<file path="src/rtl/bsc_pkg.sv">
`timescale 1ns / 1ps
// shared types and constants for the bankers safety checker
// no dependencies
package bsc_pkg;

    localparam int unsigned DEF_PROCESSES  = 8;
    localparam int unsigned DEF_RESOURCES  = 8;
    localparam int unsigned DEF_COUNT_BITS = 8;

    localparam logic [3:0] CFG_RESET = 4'd8;

    // configuration register indexes
    localparam logic CFG_IDX_PROCESS  = 1'b0;
    localparam logic CFG_IDX_RESOURCE = 1'b1;

    // command codes
    localparam logic [2:0] CMD_ALLOC = 3'd0;
    localparam logic [2:0] CMD_MAX   = 3'd1;
    localparam logic [2:0] CMD_AVAIL = 3'd2;
    localparam logic [2:0] CMD_REQ   = 3'd3;
    localparam logic [2:0] CMD_CHECK = 3'd4;

    // result status codes
    localparam logic [2:0] ST_SAFE    = 3'd0;
    localparam logic [2:0] ST_UNSAFE  = 3'd1;
    localparam logic [2:0] ST_GRANTED = 3'd2;
    localparam logic [2:0] ST_EXCEED  = 3'd3;
    localparam logic [2:0] ST_WAIT    = 3'd4;
    localparam logic [2:0] ST_DENIED  = 3'd5;

    typedef struct packed {
        logic [2:0] cmd;
        logic [2:0] process;
        logic [2:0] resource;
        logic [7:0] amount;
        logic       last;
    } t_bsc_in;

    typedef struct packed {
        logic [2:0] status;
        logic [2:0] seq_process;
        logic       last_res;
    } t_bsc_out;

    typedef enum logic [3:0] {
        S_IDLE,
        S_REQ_RD,
        S_REQ_EV,
        S_INIT,
        S_ROW,
        S_CHK_RD,
        S_CHK_EV,
        S_REL_RD,
        S_REL_EV,
        S_COM_RD,
        S_COM_WR,
        S_EMIT,
        S_ONE
    } t_bsc_state;

    typedef enum logic [3:0] {
        OP_NONE,
        OP_REQ_RD,
        OP_REQ_EV,
        OP_INIT,
        OP_ROW_SKIP,
        OP_PASS,
        OP_CHK_RD,
        OP_CHK_EV,
        OP_REL_RD,
        OP_REL_EV,
        OP_COM_RD,
        OP_COM_WR,
        OP_EMIT_SEQ,
        OP_EMIT_ONE
    } t_bsc_op;

    typedef struct packed {
        t_bsc_op    op;
        logic [2:0] code;
    } t_bsc_ctl;

    typedef struct packed {
        logic p_bad;
        logic exceed;
        logic must_wait;
        logic col_last;
        logic chk_fail;
        logic row_done;
        logic row_finished;
        logic all_done;
        logic progress;
        logic trial;
        logic emit_last;
    } t_bsc_stat;

endpackage

</file>
<file path="src/rtl/bankers_safety_checker_core.sv">
`timescale 1ns / 1ps
// table, available and non-final request writes give no result.
// final request: claim check with a read and an evaluate step per resource, work set-up, sweep.
// sweep: up to np passes; a row visit reads and evaluates its elements until one fails,
// a fitting row then reads and releases each resource; a grant reads and writes back each resource.
// throughput: one request at a time, results at one per cycle, next request taken
// in the cycle the final result is out. reset: counts return to 8, tables undefined.
module bankers_safety_checker_core #(
    parameter int PROCESSES  = bsc_pkg::DEF_PROCESSES,
    parameter int RESOURCES  = bsc_pkg::DEF_RESOURCES,
    parameter int COUNT_BITS = bsc_pkg::DEF_COUNT_BITS
) (
    input  logic               i_clk,
    input  logic               i_rst_n,
    // request channel
    input  logic               start,
    input  bsc_pkg::t_bsc_in   i_req,
    output logic               busy,
    // configuration writes, only while idle
    input  logic               i_cfg_we,
    input  logic               i_cfg_idx,
    input  logic [3:0]         i_cfg_data,
    // result strobe, cannot be held off
    output logic               o_valid,
    output bsc_pkg::t_bsc_out  o_res
);
    bsc_pkg::t_bsc_ctl  ctl;
    bsc_pkg::t_bsc_stat st;
    logic               accept;

    // a request is taken only while the sequencer is idle
    assign accept = start && !busy;

    bsc_ctrl u_ctrl (
        .i_clk    (i_clk),
        .i_rst_n  (i_rst_n),
        .i_accept (accept),
        .i_req    (i_req),
        .i_st     (st),
        .o_ctl    (ctl),
        .o_busy   (busy)
    );

    // tables, work vector and result register
    bsc_dpath #(
        .PROCESSES  (PROCESSES),
        .RESOURCES  (RESOURCES),
        .COUNT_BITS (COUNT_BITS)
    ) u_dpath (
        .i_clk      (i_clk),
        .i_rst_n    (i_rst_n),
        .i_accept   (accept),
        .i_req      (i_req),
        .i_cfg_we   (i_cfg_we),
        .i_cfg_idx  (i_cfg_idx),
        .i_cfg_data (i_cfg_data),
        .i_ctl      (ctl),
        .o_st       (st),
        .o_valid    (o_valid),
        .o_res      (o_res)
    );
endmodule

</file>
<file path="src/rtl/bsc_ram.sv">
`timescale 1ns / 1ps
// generic single write port ram with registered read
// no dependencies
module bsc_ram #(
    parameter int WIDTH = 8,
    parameter int DEPTH = 64
) (
    input  logic                     i_clk,
    input  logic                     i_we,
    input  logic [$clog2(DEPTH)-1:0] i_waddr,
    input  logic [WIDTH-1:0]         i_wdata,
    input  logic [$clog2(DEPTH)-1:0] i_raddr,
    output logic [WIDTH-1:0]         o_rdata
);
    logic [WIDTH-1:0] r_mem [DEPTH];
    logic [WIDTH-1:0] r_rdata;

    always_ff @(posedge i_clk) begin
        if (i_we) begin
            r_mem[i_waddr] <= i_wdata;
        end
        r_rdata <= r_mem[i_raddr];
    end

    assign o_rdata = r_rdata;
endmodule

</file>
<file path="src/rtl/bsc_ctrl.sv">
`timescale 1ns / 1ps
// sequencer for request checks, safety sweeps, commit and result output
// depends on bsc_pkg
module bsc_ctrl (
    input  logic                i_clk,
    input  logic                i_rst_n,
    input  logic                i_accept,
    input  bsc_pkg::t_bsc_in    i_req,
    input  bsc_pkg::t_bsc_stat  i_st,
    output bsc_pkg::t_bsc_ctl   o_ctl,
    output logic                o_busy
);
    bsc_pkg::t_bsc_state r_state, n_state;
    logic [2:0]          r_code, n_code;

    always_ff @(posedge i_clk) begin
        if (!i_rst_n) begin
            r_state <= bsc_pkg::S_IDLE;
            r_code  <= bsc_pkg::ST_SAFE;
        end else begin
            r_state <= n_state;
            r_code  <= n_code;
        end
    end

    always_comb begin
        n_state = r_state;
        n_code  = r_code;
        case (r_state)
            bsc_pkg::S_IDLE: begin
                if (i_accept && i_req.cmd == bsc_pkg::CMD_REQ && i_req.last) begin
                    n_state = bsc_pkg::S_REQ_RD;
                end else if (i_accept && i_req.cmd == bsc_pkg::CMD_CHECK) begin
                    n_state = bsc_pkg::S_INIT;
                end
            end
            bsc_pkg::S_REQ_RD: begin
                if (i_st.p_bad) begin
                    n_state = bsc_pkg::S_ONE;
                    n_code  = bsc_pkg::ST_EXCEED;
                end else begin
                    n_state = bsc_pkg::S_REQ_EV;
                end
            end
            bsc_pkg::S_REQ_EV: begin
                if (!i_st.col_last) begin
                    n_state = bsc_pkg::S_REQ_RD;
                end else if (i_st.exceed) begin
                    n_state = bsc_pkg::S_ONE;
                    n_code  = bsc_pkg::ST_EXCEED;
                end else if (i_st.must_wait) begin
                    n_state = bsc_pkg::S_ONE;
                    n_code  = bsc_pkg::ST_WAIT;
                end else begin
                    n_state = bsc_pkg::S_INIT;
                end
            end
            bsc_pkg::S_INIT: begin
                n_state = bsc_pkg::S_ROW;
            end
            bsc_pkg::S_ROW: begin
                if (i_st.row_done) begin
                    if (i_st.all_done) begin
                        if (i_st.trial) begin
                            n_state = bsc_pkg::S_COM_RD;
                        end else begin
                            n_state = bsc_pkg::S_EMIT;
                            n_code  = bsc_pkg::ST_SAFE;
                        end
                    end else if (!i_st.progress) begin
                        n_state = bsc_pkg::S_ONE;
                        n_code  = i_st.trial ? bsc_pkg::ST_DENIED : bsc_pkg::ST_UNSAFE;
                    end
                end else if (!i_st.row_finished) begin
                    n_state = bsc_pkg::S_CHK_RD;
                end
            end
            bsc_pkg::S_CHK_RD: begin
                n_state = bsc_pkg::S_CHK_EV;
            end
            bsc_pkg::S_CHK_EV: begin
                if (i_st.chk_fail) begin
                    n_state = bsc_pkg::S_ROW;
                end else if (i_st.col_last) begin
                    n_state = bsc_pkg::S_REL_RD;
                end else begin
                    n_state = bsc_pkg::S_CHK_RD;
                end
            end
            bsc_pkg::S_REL_RD: begin
                n_state = bsc_pkg::S_REL_EV;
            end
            bsc_pkg::S_REL_EV: begin
                n_state = i_st.col_last ? bsc_pkg::S_ROW : bsc_pkg::S_REL_RD;
            end
            bsc_pkg::S_COM_RD: begin
                n_state = bsc_pkg::S_COM_WR;
            end
            bsc_pkg::S_COM_WR: begin
                if (i_st.col_last) begin
                    n_state = bsc_pkg::S_EMIT;
                    n_code  = bsc_pkg::ST_GRANTED;
                end else begin
                    n_state = bsc_pkg::S_COM_RD;
                end
            end
            bsc_pkg::S_EMIT: begin
                if (i_st.emit_last) begin
                    n_state = bsc_pkg::S_IDLE;
                end
            end
            bsc_pkg::S_ONE: begin
                n_state = bsc_pkg::S_IDLE;
            end
            default: begin
                n_state = bsc_pkg::S_IDLE;
            end
        endcase
    end

    always_comb begin
        o_ctl.code = r_code;
        o_ctl.op   = bsc_pkg::OP_NONE;
        case (r_state)
            bsc_pkg::S_REQ_RD: o_ctl.op = bsc_pkg::OP_REQ_RD;
            bsc_pkg::S_REQ_EV: o_ctl.op = bsc_pkg::OP_REQ_EV;
            bsc_pkg::S_INIT:   o_ctl.op = bsc_pkg::OP_INIT;
            bsc_pkg::S_ROW: begin
                if (i_st.row_done) begin
                    if (!i_st.all_done && i_st.progress) begin
                        o_ctl.op = bsc_pkg::OP_PASS;
                    end
                end else if (i_st.row_finished) begin
                    o_ctl.op = bsc_pkg::OP_ROW_SKIP;
                end
            end
            bsc_pkg::S_CHK_RD: o_ctl.op = bsc_pkg::OP_CHK_RD;
            bsc_pkg::S_CHK_EV: o_ctl.op = bsc_pkg::OP_CHK_EV;
            bsc_pkg::S_REL_RD: o_ctl.op = bsc_pkg::OP_REL_RD;
            bsc_pkg::S_REL_EV: o_ctl.op = bsc_pkg::OP_REL_EV;
            bsc_pkg::S_COM_RD: o_ctl.op = bsc_pkg::OP_COM_RD;
            bsc_pkg::S_COM_WR: o_ctl.op = bsc_pkg::OP_COM_WR;
            bsc_pkg::S_EMIT:   o_ctl.op = bsc_pkg::OP_EMIT_SEQ;
            bsc_pkg::S_ONE:    o_ctl.op = bsc_pkg::OP_EMIT_ONE;
            default:           o_ctl.op = bsc_pkg::OP_NONE;
        endcase
    end

    assign o_busy = (r_state != bsc_pkg::S_IDLE);
endmodule

</file>
<file path="src/rtl/bsc_dpath.sv">
`timescale 1ns / 1ps
// tables, work vector, sweep counters, compares and result register
// depends on bsc_pkg and bsc_ram
module bsc_dpath #(
    parameter int PROCESSES  = bsc_pkg::DEF_PROCESSES,
    parameter int RESOURCES  = bsc_pkg::DEF_RESOURCES,
    parameter int COUNT_BITS = bsc_pkg::DEF_COUNT_BITS
) (
    input  logic                i_clk,
    input  logic                i_rst_n,
    input  logic                i_accept,
    input  bsc_pkg::t_bsc_in    i_req,
    input  logic                i_cfg_we,
    input  logic                i_cfg_idx,
    input  logic [3:0]          i_cfg_data,
    input  bsc_pkg::t_bsc_ctl   i_ctl,
    output bsc_pkg::t_bsc_stat  o_st,
    output logic                o_valid,
    output bsc_pkg::t_bsc_out   o_res
);
    localparam int CB    = COUNT_BITS;
    localparam int PB    = $clog2(PROCESSES);
    localparam int RB    = (RESOURCES > 1) ? $clog2(RESOURCES) : 1;
    localparam int CW    = $clog2(PROCESSES + 1);
    localparam int RCW   = $clog2(RESOURCES + 1);
    localparam int WB    = COUNT_BITS + $clog2(PROCESSES + 1);
    localparam int AW    = PB + RB;
    localparam int DEPTH = PROCESSES * (2 ** RB);

    logic [3:0]     r_pcount, r_rcount;
    logic [CW-1:0]  np;
    logic [RCW-1:0] nr;

    logic [2:0]     r_p;
    logic           r_trial, r_prog, r_exc, r_wait, r_valid;
    logic [CW-1:0]  r_i, r_count, r_k;
    logic [RB-1:0]  r_j;
    logic [PROCESSES-1:0] r_fin;

    logic [CB-1:0]  r_avail [RESOURCES];
    logic [CB-1:0]  r_reqb  [RESOURCES];
    logic [WB-1:0]  r_work  [RESOURCES];
    logic [PB-1:0]  r_seq   [PROCESSES];
    bsc_pkg::t_bsc_out r_out;

    logic [CB-1:0]  amt, alloc_q, max_q, req_j, avail_j;
    logic [WB-1:0]  work_j;
    logic [PB-1:0]  p_row, i_row;
    logic [CB:0]    talloc;
    logic           in_rng, res_rng, is_p_row, exceed_now, wait_now, chk_fail, col_last;
    logic           emit_last;
    logic           alloc_we, max_we;
    logic [AW-1:0]  rd_addr, in_addr, alloc_waddr;
    logic [CB-1:0]  alloc_wdata;

    assign np = (r_pcount == 4'd0) ? CW'(1) :
                ((int'(r_pcount) > PROCESSES) ? CW'(PROCESSES) : CW'(r_pcount));
    assign nr = (r_rcount == 4'd0) ? RCW'(1) :
                ((int'(r_rcount) > RESOURCES) ? RCW'(RESOURCES) : RCW'(r_rcount));

    assign amt     = CB'(i_req.amount);
    assign p_row   = PB'(r_p);
    assign i_row   = r_i[PB-1:0];
    assign req_j   = r_reqb[r_j];
    assign avail_j = r_avail[r_j];
    assign work_j  = r_work[r_j];
    assign in_rng  = (int'(i_req.process) < PROCESSES) && res_rng;
    assign res_rng = int'(i_req.resource) < RESOURCES;
    assign in_addr = {PB'(i_req.process), RB'(i_req.resource)};

    // the requesting row carries the granted units during a trial sweep
    assign is_p_row   = int'(r_i) == int'(r_p);
    assign talloc     = {1'b0, alloc_q} + ((r_trial && is_p_row) ? {1'b0, req_j} : '0);
    assign exceed_now = ({1'b0, req_j} + {1'b0, alloc_q}) > {1'b0, max_q};
    assign wait_now   = req_j > avail_j;
    assign chk_fail   = (WB + 1)'(max_q) > ((WB + 1)'(work_j) + (WB + 1)'(talloc));
    assign col_last   = (RCW'(r_j) + RCW'(1)) == nr;
    assign emit_last  = (r_k + CW'(1)) == np;

    assign rd_addr = (i_ctl.op == bsc_pkg::OP_CHK_RD || i_ctl.op == bsc_pkg::OP_REL_RD) ?
                     {i_row, r_j} : {p_row, r_j};

    assign alloc_we    = (i_accept && i_req.cmd == bsc_pkg::CMD_ALLOC && in_rng) ||
                         (i_ctl.op == bsc_pkg::OP_COM_WR);
    assign alloc_waddr = (i_ctl.op == bsc_pkg::OP_COM_WR) ? {p_row, r_j} : in_addr;
    assign alloc_wdata = (i_ctl.op == bsc_pkg::OP_COM_WR) ? (alloc_q + req_j) : amt;
    assign max_we      = i_accept && i_req.cmd == bsc_pkg::CMD_MAX && in_rng;

    bsc_ram #(.WIDTH(CB), .DEPTH(DEPTH)) u_alloc (
        .i_clk   (i_clk),
        .i_we    (alloc_we),
        .i_waddr (alloc_waddr),
        .i_wdata (alloc_wdata),
        .i_raddr (rd_addr),
        .o_rdata (alloc_q)
    );

    bsc_ram #(.WIDTH(CB), .DEPTH(DEPTH)) u_max (
        .i_clk   (i_clk),
        .i_we    (max_we),
        .i_waddr (in_addr),
        .i_wdata (amt),
        .i_raddr (rd_addr),
        .o_rdata (max_q)
    );

    always_ff @(posedge i_clk) begin
        if (!i_rst_n) begin
            r_pcount <= bsc_pkg::CFG_RESET;
            r_rcount <= bsc_pkg::CFG_RESET;
            r_trial  <= 1'b0;
            r_prog   <= 1'b0;
            r_exc    <= 1'b0;
            r_wait   <= 1'b0;
            r_valid  <= 1'b0;
            r_i      <= '0;
            r_j      <= '0;
            r_count  <= '0;
            r_k      <= '0;
            r_fin    <= '0;
        end else begin
            r_valid <= 1'b0;
            if (i_cfg_we) begin
                if (i_cfg_idx == bsc_pkg::CFG_IDX_PROCESS) begin
                    r_pcount <= i_cfg_data;
                end else begin
                    r_rcount <= i_cfg_data;
                end
            end
            if (i_accept) begin
                r_j     <= '0;
                r_k     <= '0;
                r_exc   <= 1'b0;
                r_wait  <= 1'b0;
                r_trial <= (i_req.cmd == bsc_pkg::CMD_REQ);
            end
            case (i_ctl.op)
                bsc_pkg::OP_REQ_EV: begin
                    r_exc  <= r_exc | exceed_now;
                    r_wait <= r_wait | wait_now;
                    r_j    <= col_last ? '0 : r_j + RB'(1);
                end
                bsc_pkg::OP_INIT: begin
                    r_i     <= '0;
                    r_j     <= '0;
                    r_count <= '0;
                    r_fin   <= '0;
                    r_prog  <= 1'b0;
                end
                bsc_pkg::OP_ROW_SKIP: begin
                    r_i <= r_i + CW'(1);
                end
                bsc_pkg::OP_PASS: begin
                    r_i    <= '0;
                    r_prog <= 1'b0;
                end
                bsc_pkg::OP_CHK_EV: begin
                    if (chk_fail) begin
                        r_i <= r_i + CW'(1);
                        r_j <= '0;
                    end else begin
                        r_j <= col_last ? '0 : r_j + RB'(1);
                    end
                end
                bsc_pkg::OP_REL_EV: begin
                    if (col_last) begin
                        r_j          <= '0;
                        r_fin[i_row] <= 1'b1;
                        r_count      <= r_count + CW'(1);
                        r_prog       <= 1'b1;
                        r_i          <= r_i + CW'(1);
                    end else begin
                        r_j <= r_j + RB'(1);
                    end
                end
                bsc_pkg::OP_COM_WR: begin
                    r_j <= col_last ? '0 : r_j + RB'(1);
                end
                bsc_pkg::OP_EMIT_SEQ: begin
                    r_valid <= 1'b1;
                    r_k     <= r_k + CW'(1);
                end
                bsc_pkg::OP_EMIT_ONE: begin
                    r_valid <= 1'b1;
                end
                default: begin
                end
            endcase
        end
    end

    // payload, no reset
    always_ff @(posedge i_clk) begin
        if (i_accept) begin
            r_p <= i_req.process;
            if (i_req.cmd == bsc_pkg::CMD_AVAIL && res_rng) begin
                r_avail[RB'(i_req.resource)] <= amt;
            end
            if (i_req.cmd == bsc_pkg::CMD_REQ && res_rng) begin
                r_reqb[RB'(i_req.resource)] <= amt;
            end
        end
        case (i_ctl.op)
            bsc_pkg::OP_INIT: begin
                for (int l = 0; l < RESOURCES; l++) begin
                    r_work[l] <= WB'(r_avail[l]) - (r_trial ? WB'(r_reqb[l]) : '0);
                end
            end
            bsc_pkg::OP_REL_EV: begin
                r_work[r_j] <= work_j + WB'(talloc);
                if (col_last) begin
                    r_seq[r_count[PB-1:0]] <= i_row;
                end
            end
            bsc_pkg::OP_COM_WR: begin
                r_avail[r_j] <= avail_j - req_j;
            end
            bsc_pkg::OP_EMIT_SEQ: begin
                r_out.status      <= i_ctl.code;
                r_out.seq_process <= 3'(r_seq[r_k[PB-1:0]]);
                r_out.last_res    <= emit_last;
            end
            bsc_pkg::OP_EMIT_ONE: begin
                r_out.status      <= i_ctl.code;
                r_out.seq_process <= (i_ctl.code == bsc_pkg::ST_UNSAFE) ? 3'd0 : r_p;
                r_out.last_res    <= 1'b1;
            end
            default: begin
            end
        endcase
    end

    always_comb begin
        o_st.p_bad        = !(int'(r_p) < int'(np));
        o_st.exceed       = r_exc | exceed_now;
        o_st.must_wait    = r_wait | wait_now;
        o_st.col_last     = col_last;
        o_st.chk_fail     = chk_fail;
        o_st.row_done     = r_i >= np;
        o_st.row_finished = r_fin[i_row];
        o_st.all_done     = r_count == np;
        o_st.progress     = r_prog;
        o_st.trial        = r_trial;
        o_st.emit_last    = emit_last;
    end

    assign o_valid = r_valid;
    assign o_res   = r_out;

    a_chk_open_row: assert property (@(posedge i_clk) disable iff (!i_rst_n)
        (i_ctl.op == bsc_pkg::OP_CHK_RD) |-> !r_fin[i_row])
        else $error("row check started on a finished process");

    a_seq_end: assert property (@(posedge i_clk) disable iff (!i_rst_n)
        (i_ctl.op == bsc_pkg::OP_EMIT_SEQ && emit_last) |=> (r_valid && r_out.last_res))
        else $error("sequence end not flagged");

    a_commit_trial: assert property (@(posedge i_clk) disable iff (!i_rst_n)
        (i_ctl.op == bsc_pkg::OP_COM_WR) |-> r_trial)
        else $error("commit outside a request");
endmodule

</file>
<file path="config.mk">
export PLATFORM = sky130hd
export DESIGN_NAME = bankers_safety_checker_core
export DESIGN_NICKNAME = d
export VERILOG_FILES = /design/src/rtl/bsc_pkg.sv /design/src/rtl/bankers_safety_checker_core.sv /design/src/rtl/bsc_ram.sv /design/src/rtl/bsc_ctrl.sv /design/src/rtl/bsc_dpath.sv
export SDC_FILE = /design/constraint.sdc
export NUM_CORES = 2
export LEC_CHECK = 0
export ABC_AREA = 0
export ABC_CLOCK_PERIOD_IN_PS = 16900
export BUFFER_PORTS_ARGS = -buffer_cell sky130_fd_sc_hd__buf_4
export CAP_MARGIN = 30
export CORE_MARGIN = 2
export CORE_UTILIZATION = 47
export DETAILED_ROUTE_END_ITERATION = 12
export GPL_TIMING_DRIVEN = 0
export PLACE_DENSITY_LB_ADDON = 0.2
export REMOVE_ABC_BUFFERS = 1
export SYNTH_ARGS = -nofsm -noshare
export SYNTH_HDL_FRONTEND = slang
export SYNTH_SLANG_ARGS = --single-unit
</file>
<file path="constraint.sdc">
create_clock -name i_clk -period 16.9 [get_ports i_clk]
set_clock_uncertainty 0.1 [all_clocks]
set_input_delay 2.535 -clock i_clk [delete_from_list [all_inputs] [get_ports i_clk]]
set_output_delay 2.535 -clock i_clk [all_outputs]
set_load 0.02 [all_outputs]
</file>
# Yosys cells after proc, flatten, opt, wreduce, memory -nomap -nowiden
# Memories as Yosys holds them, arrays and structs flattened. A register that Yosys moved wholly into a read port is not among the register bits.
# Cells that the tools add are included.
# classes
eq_ne,45
n_mux,106
bitwise_logic,4
order_cmp,9
n_reduce_logical,38
shift,0
multipliers,0
div,0
add_sub_neg,19
# ops
cell,count
8-bit 2-to-1 mux,12
4-bit case mux with 12 select lines,2
8-bit by 12-bit subtractor with 12-bit output,8
4-bit 2-to-1 mux,22
3-bit 2-to-1 mux,26
4-bit equality test (second input constant),10
4-bit by 3-bit equality test with 1-bit output (second input constant),8
1-bit 2-to-1 mux,28
4-bit by 2-bit equality test with 1-bit output (second input constant),4
4-bit equality test,4
4-bit case mux with 4 select lines,1
8-bit case mux with 2 select lines,1
4-bit nonzero test,4
7-bit case mux with 2 select lines,1
12-bit by 9-bit adder with 13-bit output,1
8-bit by 13-bit greater-than comparator with 1-bit output,1
12-bit by 9-bit adder with 12-bit output,1
4-bit by 1-bit adder with 4-bit output (second input constant),3
4-bit zero test,3
12-bit 2-to-1 mux,1
6-bit 2-to-1 mux,2
3-bit inequality test (second input constant),4
3-bit case mux with 4 select lines,1
12-bit OR reduction,1
other kinds (42),72
# totals
output_inout_bits,9
ff_bits,53
mem_bits_ro,0
mem_count,6
mem_bits_rw,1272
word_cells,245
latchBits,0
inputBits,27
# memory_table
memory,words,width,read_ports,rd_ports_with_merged_regs,wr,line,rtl
u_dpath.u_alloc.r_mem,64,8,1,1,1,bsc_ram.sv:15,logic [WIDTH-1:0] r_mem [DEPTH];
u_dpath.u_max.r_mem,64,8,1,1,1,bsc_ram.sv:15,
u_dpath.r_work,8,12,1,1,8,bsc_dpath.sv:42,logic [WB-1:0] r_work [RESOURCES];
u_dpath.r_avail,8,8,9,1,1,bsc_dpath.sv:40,logic [CB-1:0] r_avail [RESOURCES];
u_dpath.r_reqb,8,8,9,1,1,bsc_dpath.sv:41,logic [CB-1:0] r_reqb [RESOURCES];
u_dpath.r_seq,8,3,1,1,1,bsc_dpath.sv:43,logic [PB-1:0] r_seq [PROCESSES];

# Depth between registers and ports, before layout
# logic_depth
depth_word,14
depth_mapped,25
ltp_nobuf,24

# Cells and area by module
# From an unflattened synthesis, not the netlist that was laid out.
# unflattened
hier_cells,3739
area_unflattened_um2,59918.7
# by_module_without_submodules
module,instances,area_per_inst_um2,cells_per_inst
bsc_ram,2,20166.8,940
bsc_dpath,1,18773.0,1741
bsc_ctrl,1,798.3,117
bankers_safety_checker_core,1,13.8,1

# Least setup slack after synthesis
# OpenSTA, ideal clock, no wires.
# synth_path
kind,register to register
start,register with a tool-made name
end,register u_ctrl.r_state[0]
slack_ns,10.691
period_less_slack_ns,6.209
t_required_ns,16.673
path_stages_with_launch,24
setup_ns,0.127
t_arrival_ns,5.982
path_cell_list,dfxtp_1 -> clkbuf_1 -> buf_1 -> mux4_2 -> mux2i_1 -> nor2_1 -> fa_1 -> a21o_1 -> a21oi_1 -> o21bai_1 -> a21oi_1 -> xnor2_1 -> ha_1 -> or3_1 -> o21ai_0 -> xor2_1 -> ha_1 -> nand4_1 -> a2bb2oi_1 -> o2111ai_1 -> or3_1 -> o21ba_4 -> a2111oi_4 -> or3_1
# synth_rtl
item,line,rtl
to (signal assigned),bsc_ctrl.sv:18,r_state <= bsc_pkg::S_IDLE;
to (signal assigned),bsc_ctrl.sv:21,r_state <= n_state;
to (decl),bsc_ctrl.sv:13,"bsc_pkg::t_bsc_state r_state, n_state;"

==> metrics.yaml <==
clk_latency_ns: 0.76
drtIter0Drc: 3255
ir_worst_vdd_v: 0.0000782
core_area_um2: 124000
drive_gt1_share_pct: 17.6
die_y_um: 357
min_path_type: "reg2reg"
p_per_area_nw_per_um2: 130
seq_area_frac_synth_pct: 67.8
grt_pass1_wl_mm: 212
fp.dieW_um: 357
clock-sinks: 1347
stdcell_count: 5384
placedCellCount: 5128
htreeDepth: 4
arrival_ns: 8.11
root_buffer: "clkbuf_16"
layout_min_cycle_time_ns: 7.58
synthesis.area_um2: 58700
rrSetupSlack_ns: 9.32
grt_max_degree: 74
post_cts.repair.setup_buffers: 0
ys_ff_latch: 1347
area_growth_pct: 12.1
synth_edf_count: 1282
end_kind: "flop"
reg2regPathDepth: 23
async_reset_ff_share_pct: 0
report.final.slew_viol_count: 0
layout_setup_ws_ns: 9.32
ctsHoldBuffers: 0
cts_buffers: 140
cp_max_fo: 39
dp_hpwl_mm: 94.3
via_per_inst: 5.93
timing.rr.end: "u_dpath.r_j[2]"
setup_tns_ns: 0
rows: 129
maxCapViolCount: 0
pre_cts_ws_ns: 9.39
rsz0062_at_grt: "no"
gp_congestion: 0.913
status: "finished clean"
drc: 0
vias: 31900
setup_viol: 0
grt_pass1_vias: 31900
wl_per_cell_um: 26.8
clk_pin_slew_ns: 0.06
hp-start: "u_ctrl.r_code[2]"
criticalPathCategory: "reg2reg"
avgSynthCellArea_um2: 16.5
routed_wl_mm: 144
cts_resized: 0
drt_pass1_iterations: 6
worstSetupStartpointType: "flop"
antenna_found_initial: 3
cts_max_path_buffers: 3
synth.distinct_cells: 81
fin_nets: 3796
n_fill_cell: 9783
yosysWarnings: 0
syn_inst: 3569
leakagePower_nw: 20.8
synth_ff_type: "edfxtp_1"
tritoncts: "done"
start_util_pct: 47.4
numPortBuffers: 35
slew_headroom_pct: 28.8
worst_pin_slew_ns: 1.06
antenna_left: 0
worstPathRequired_ns: 17.43
track_usage_pct: 22.8
total_power_w: 0.00854
grt_overflow: 0
timing.final.crit_share_pct: 44.9
cp-endpoint: "u_dpath.r_j[2]"
io-pin-count: 36
fmax_mhz: 132
hold_viol: 0
dieArea_um2: 128000
logic make-up (layout without fill, tap and decap cells):
kind of cell | after synthesis | after routing | share of synthesized area, %
AOI/OAI and AO/OA | 534 | 534 | 5.88
other | 0 | 3 | 0
buffers and inverters | 267 | 442 | 1.84
muxes | 440 | 440 | 14.4
DFF | 1347 | 1347 | 67.8
and+or+nand+nor | 786 | 786 | 6.17
xor gates and xnor gates | 60 | 60 | 0.931
adders and majority gates | 135 | 135 | 3.03
metrics by stage:
step | area [um2] | hold WS (ns) | util [%]
6_report | 65800 | 0.358 | 53.2
5_1_grt | 65800 | 0.377 | 53.2
4_1_cts | 65800 | 0.356 | 53.2
3_5_place_dp | 61400 | 0.343 | 49.6
3_3_place_gp | 60300 | 0.344 | 48.7
2_1_floorplan | 58000 | 0.330 | -
metal layers:
metal / part of all wire (%) / global-route usage, % / up-vias
li1: - / - / 14300
met3: 6.5 / 3.61 / 229
met2: 49 / 37.2 / 1163
met5: 0.0083 / 0 / -
met1: 42 / 31.4 / 16300
met4: 2.9 / 7.71 / 2
Yosys cell counts, types with 7 or more instances:
cell type / number / area [um2]
a211oi_1: 123 / 923
nand4_1: 7 / 43.8
xnor2_1: 45 / 394
mux2i_1: 102 / 1020
nand2_1: 232 / 871
a21o_1: 11 / 82.6
xor2_1: 13 / 114
a31oi_1: 10 / 62.6
buf_2: 43 / 215
fa_1: 12 / 240
dfxtp_1: 65 / 1300
nand3b_1: 9 / 67.6
nand2b_1: 29 / 181
edfxtp_1: 1282 / 38500
clkbuf_1: 106 / 398
a211o_1: 7 / 61.3
a21boi_0: 25 / 188
and3_1: 12 / 75.1
mux4_2: 316 / 7120
nand3_1: 43 / 215
and2_1: 10 / 62.6
o21ai_0: 103 / 515
or3_1: 21 / 131
buf_1: 21 / 78.8
inv_1: 91 / 342
mux2_2: 19 / 214
a21oi_1: 157 / 786
o31ai_1: 35 / 263
nor3b_1: 10 / 75.1
o21a_1: 13 / 97.6
nor2b_1: 93 / 582
ha_1: 123 / 1540
nor3_1: 28 / 140
nor2_1: 274 / 1030
where the power goes:
group          switching (W)  total [W]  internal (W)
logic                0.00104    0.00177      0.000723
registers          0.0000955    0.00382       0.00372
clock network        0.00126    0.00295       0.00169
total                0.00240    0.00854       0.00614
registers in the layout (all words and copies together) (netlist names), 7 cells and up, named ones only:
name                     flops
u_dpath.o_res                7
u_dpath.r_avail             64
u_dpath.r_fin                8
u_dpath.r_reqb              64
u_dpath.r_seq               24
u_dpath.r_work              96
u_dpath.u_alloc.o_rdata      8
u_dpath.u_alloc.r_mem      512
u_dpath.u_max.o_rdata        8
u_dpath.u_max.r_mem        512
cell usage in the layout (no fill, tap or decap), types with 18 or more instances in the layout:
| master | n |
|---|---|
| a211oi_1 | 123 |
| a21boi_0 | 25 |
| a21oi_1 | 156 |
| buf_12 | 18 |
| buf_16 | 19 |
| buf_4 | 48 |
| clkbuf_1 | 27 |
| clkbuf_16 | 149 |
| clkinv_1 | 37 |
| clkinv_2 | 20 |
| dfxtp_1 | 58 |
| edfxtp_1 | 1282 |
| ha_1 | 123 |
| inv_1 | 91 |
| mux2_2 | 19 |
| mux2i_1 | 100 |
| mux4_2 | 316 |
| nand2_1 | 227 |
| nand2b_1 | 29 |
| nand3_1 | 43 |
| nor2_1 | 274 |
| nor2b_1 | 93 |
| nor3_1 | 27 |
| o21ai_0 | 102 |
| o31ai_1 | 35 |
| or3_1 | 21 |
| xnor2_1 | 45 |
worst max-delay path, cell delays in order, from the launching register on:
cell and delay, ns:
dfxtp_4 0.58, buf_16 0.32, mux4_2 0.62, mux2_2 0.34
nor2b_1 0.15, ha_1 0.24, fa_1 0.44, a21o_1 0.19
a21oi_1 0.22, o21bai_1 0.09, a21oi_1 0.22, xnor2_1 0.19
ha_1 0.31, or3_1 0.39, o21ai_0 0.20, xor2_1 0.78
ha_1 0.41, a2111oi_0 0.38, nand2_1 0.09, a31oi_1 0.16
or3_1 0.14, o21bai_1 0.27, a21boi_0 0.29, nor3_1 0.23
worst min path at each step:
stage / to / cells after the start / slack, ns
3_5_place_dp: u_dpath.o_res[6] / 0 / 0.34
2_1_floorplan: u_dpath.o_res[4] / 0 / 0.33
3_3_place_gp: u_dpath.o_res[6] / 0 / 0.34
4_1_cts: u_dpath.o_res[6] / 0 / 0.36
5_1_grt: u_dpath.o_res[4] / 0 / 0.38
6_report: u_dpath.o_res[6] / 0 / 0.36
area by class of cell:
class | instances | area [um2] | area share, %
timing repair buffer | 97 | 1330 | 2.02
clock inverter | 73 | 509 | 0.773
tap | 1637 | 2050 | 3.11
multi-input combinational | 1955 | 17900 | 27.2
antenna | 3 | 7.51 | 0.0114
inverter | 93 | 349 | 0.530
sequential | 1347 | 39800 | 60.5
clock buffer | 179 | 3870 | 5.88
No activity file was read; power rests on OpenSTA's default activity.
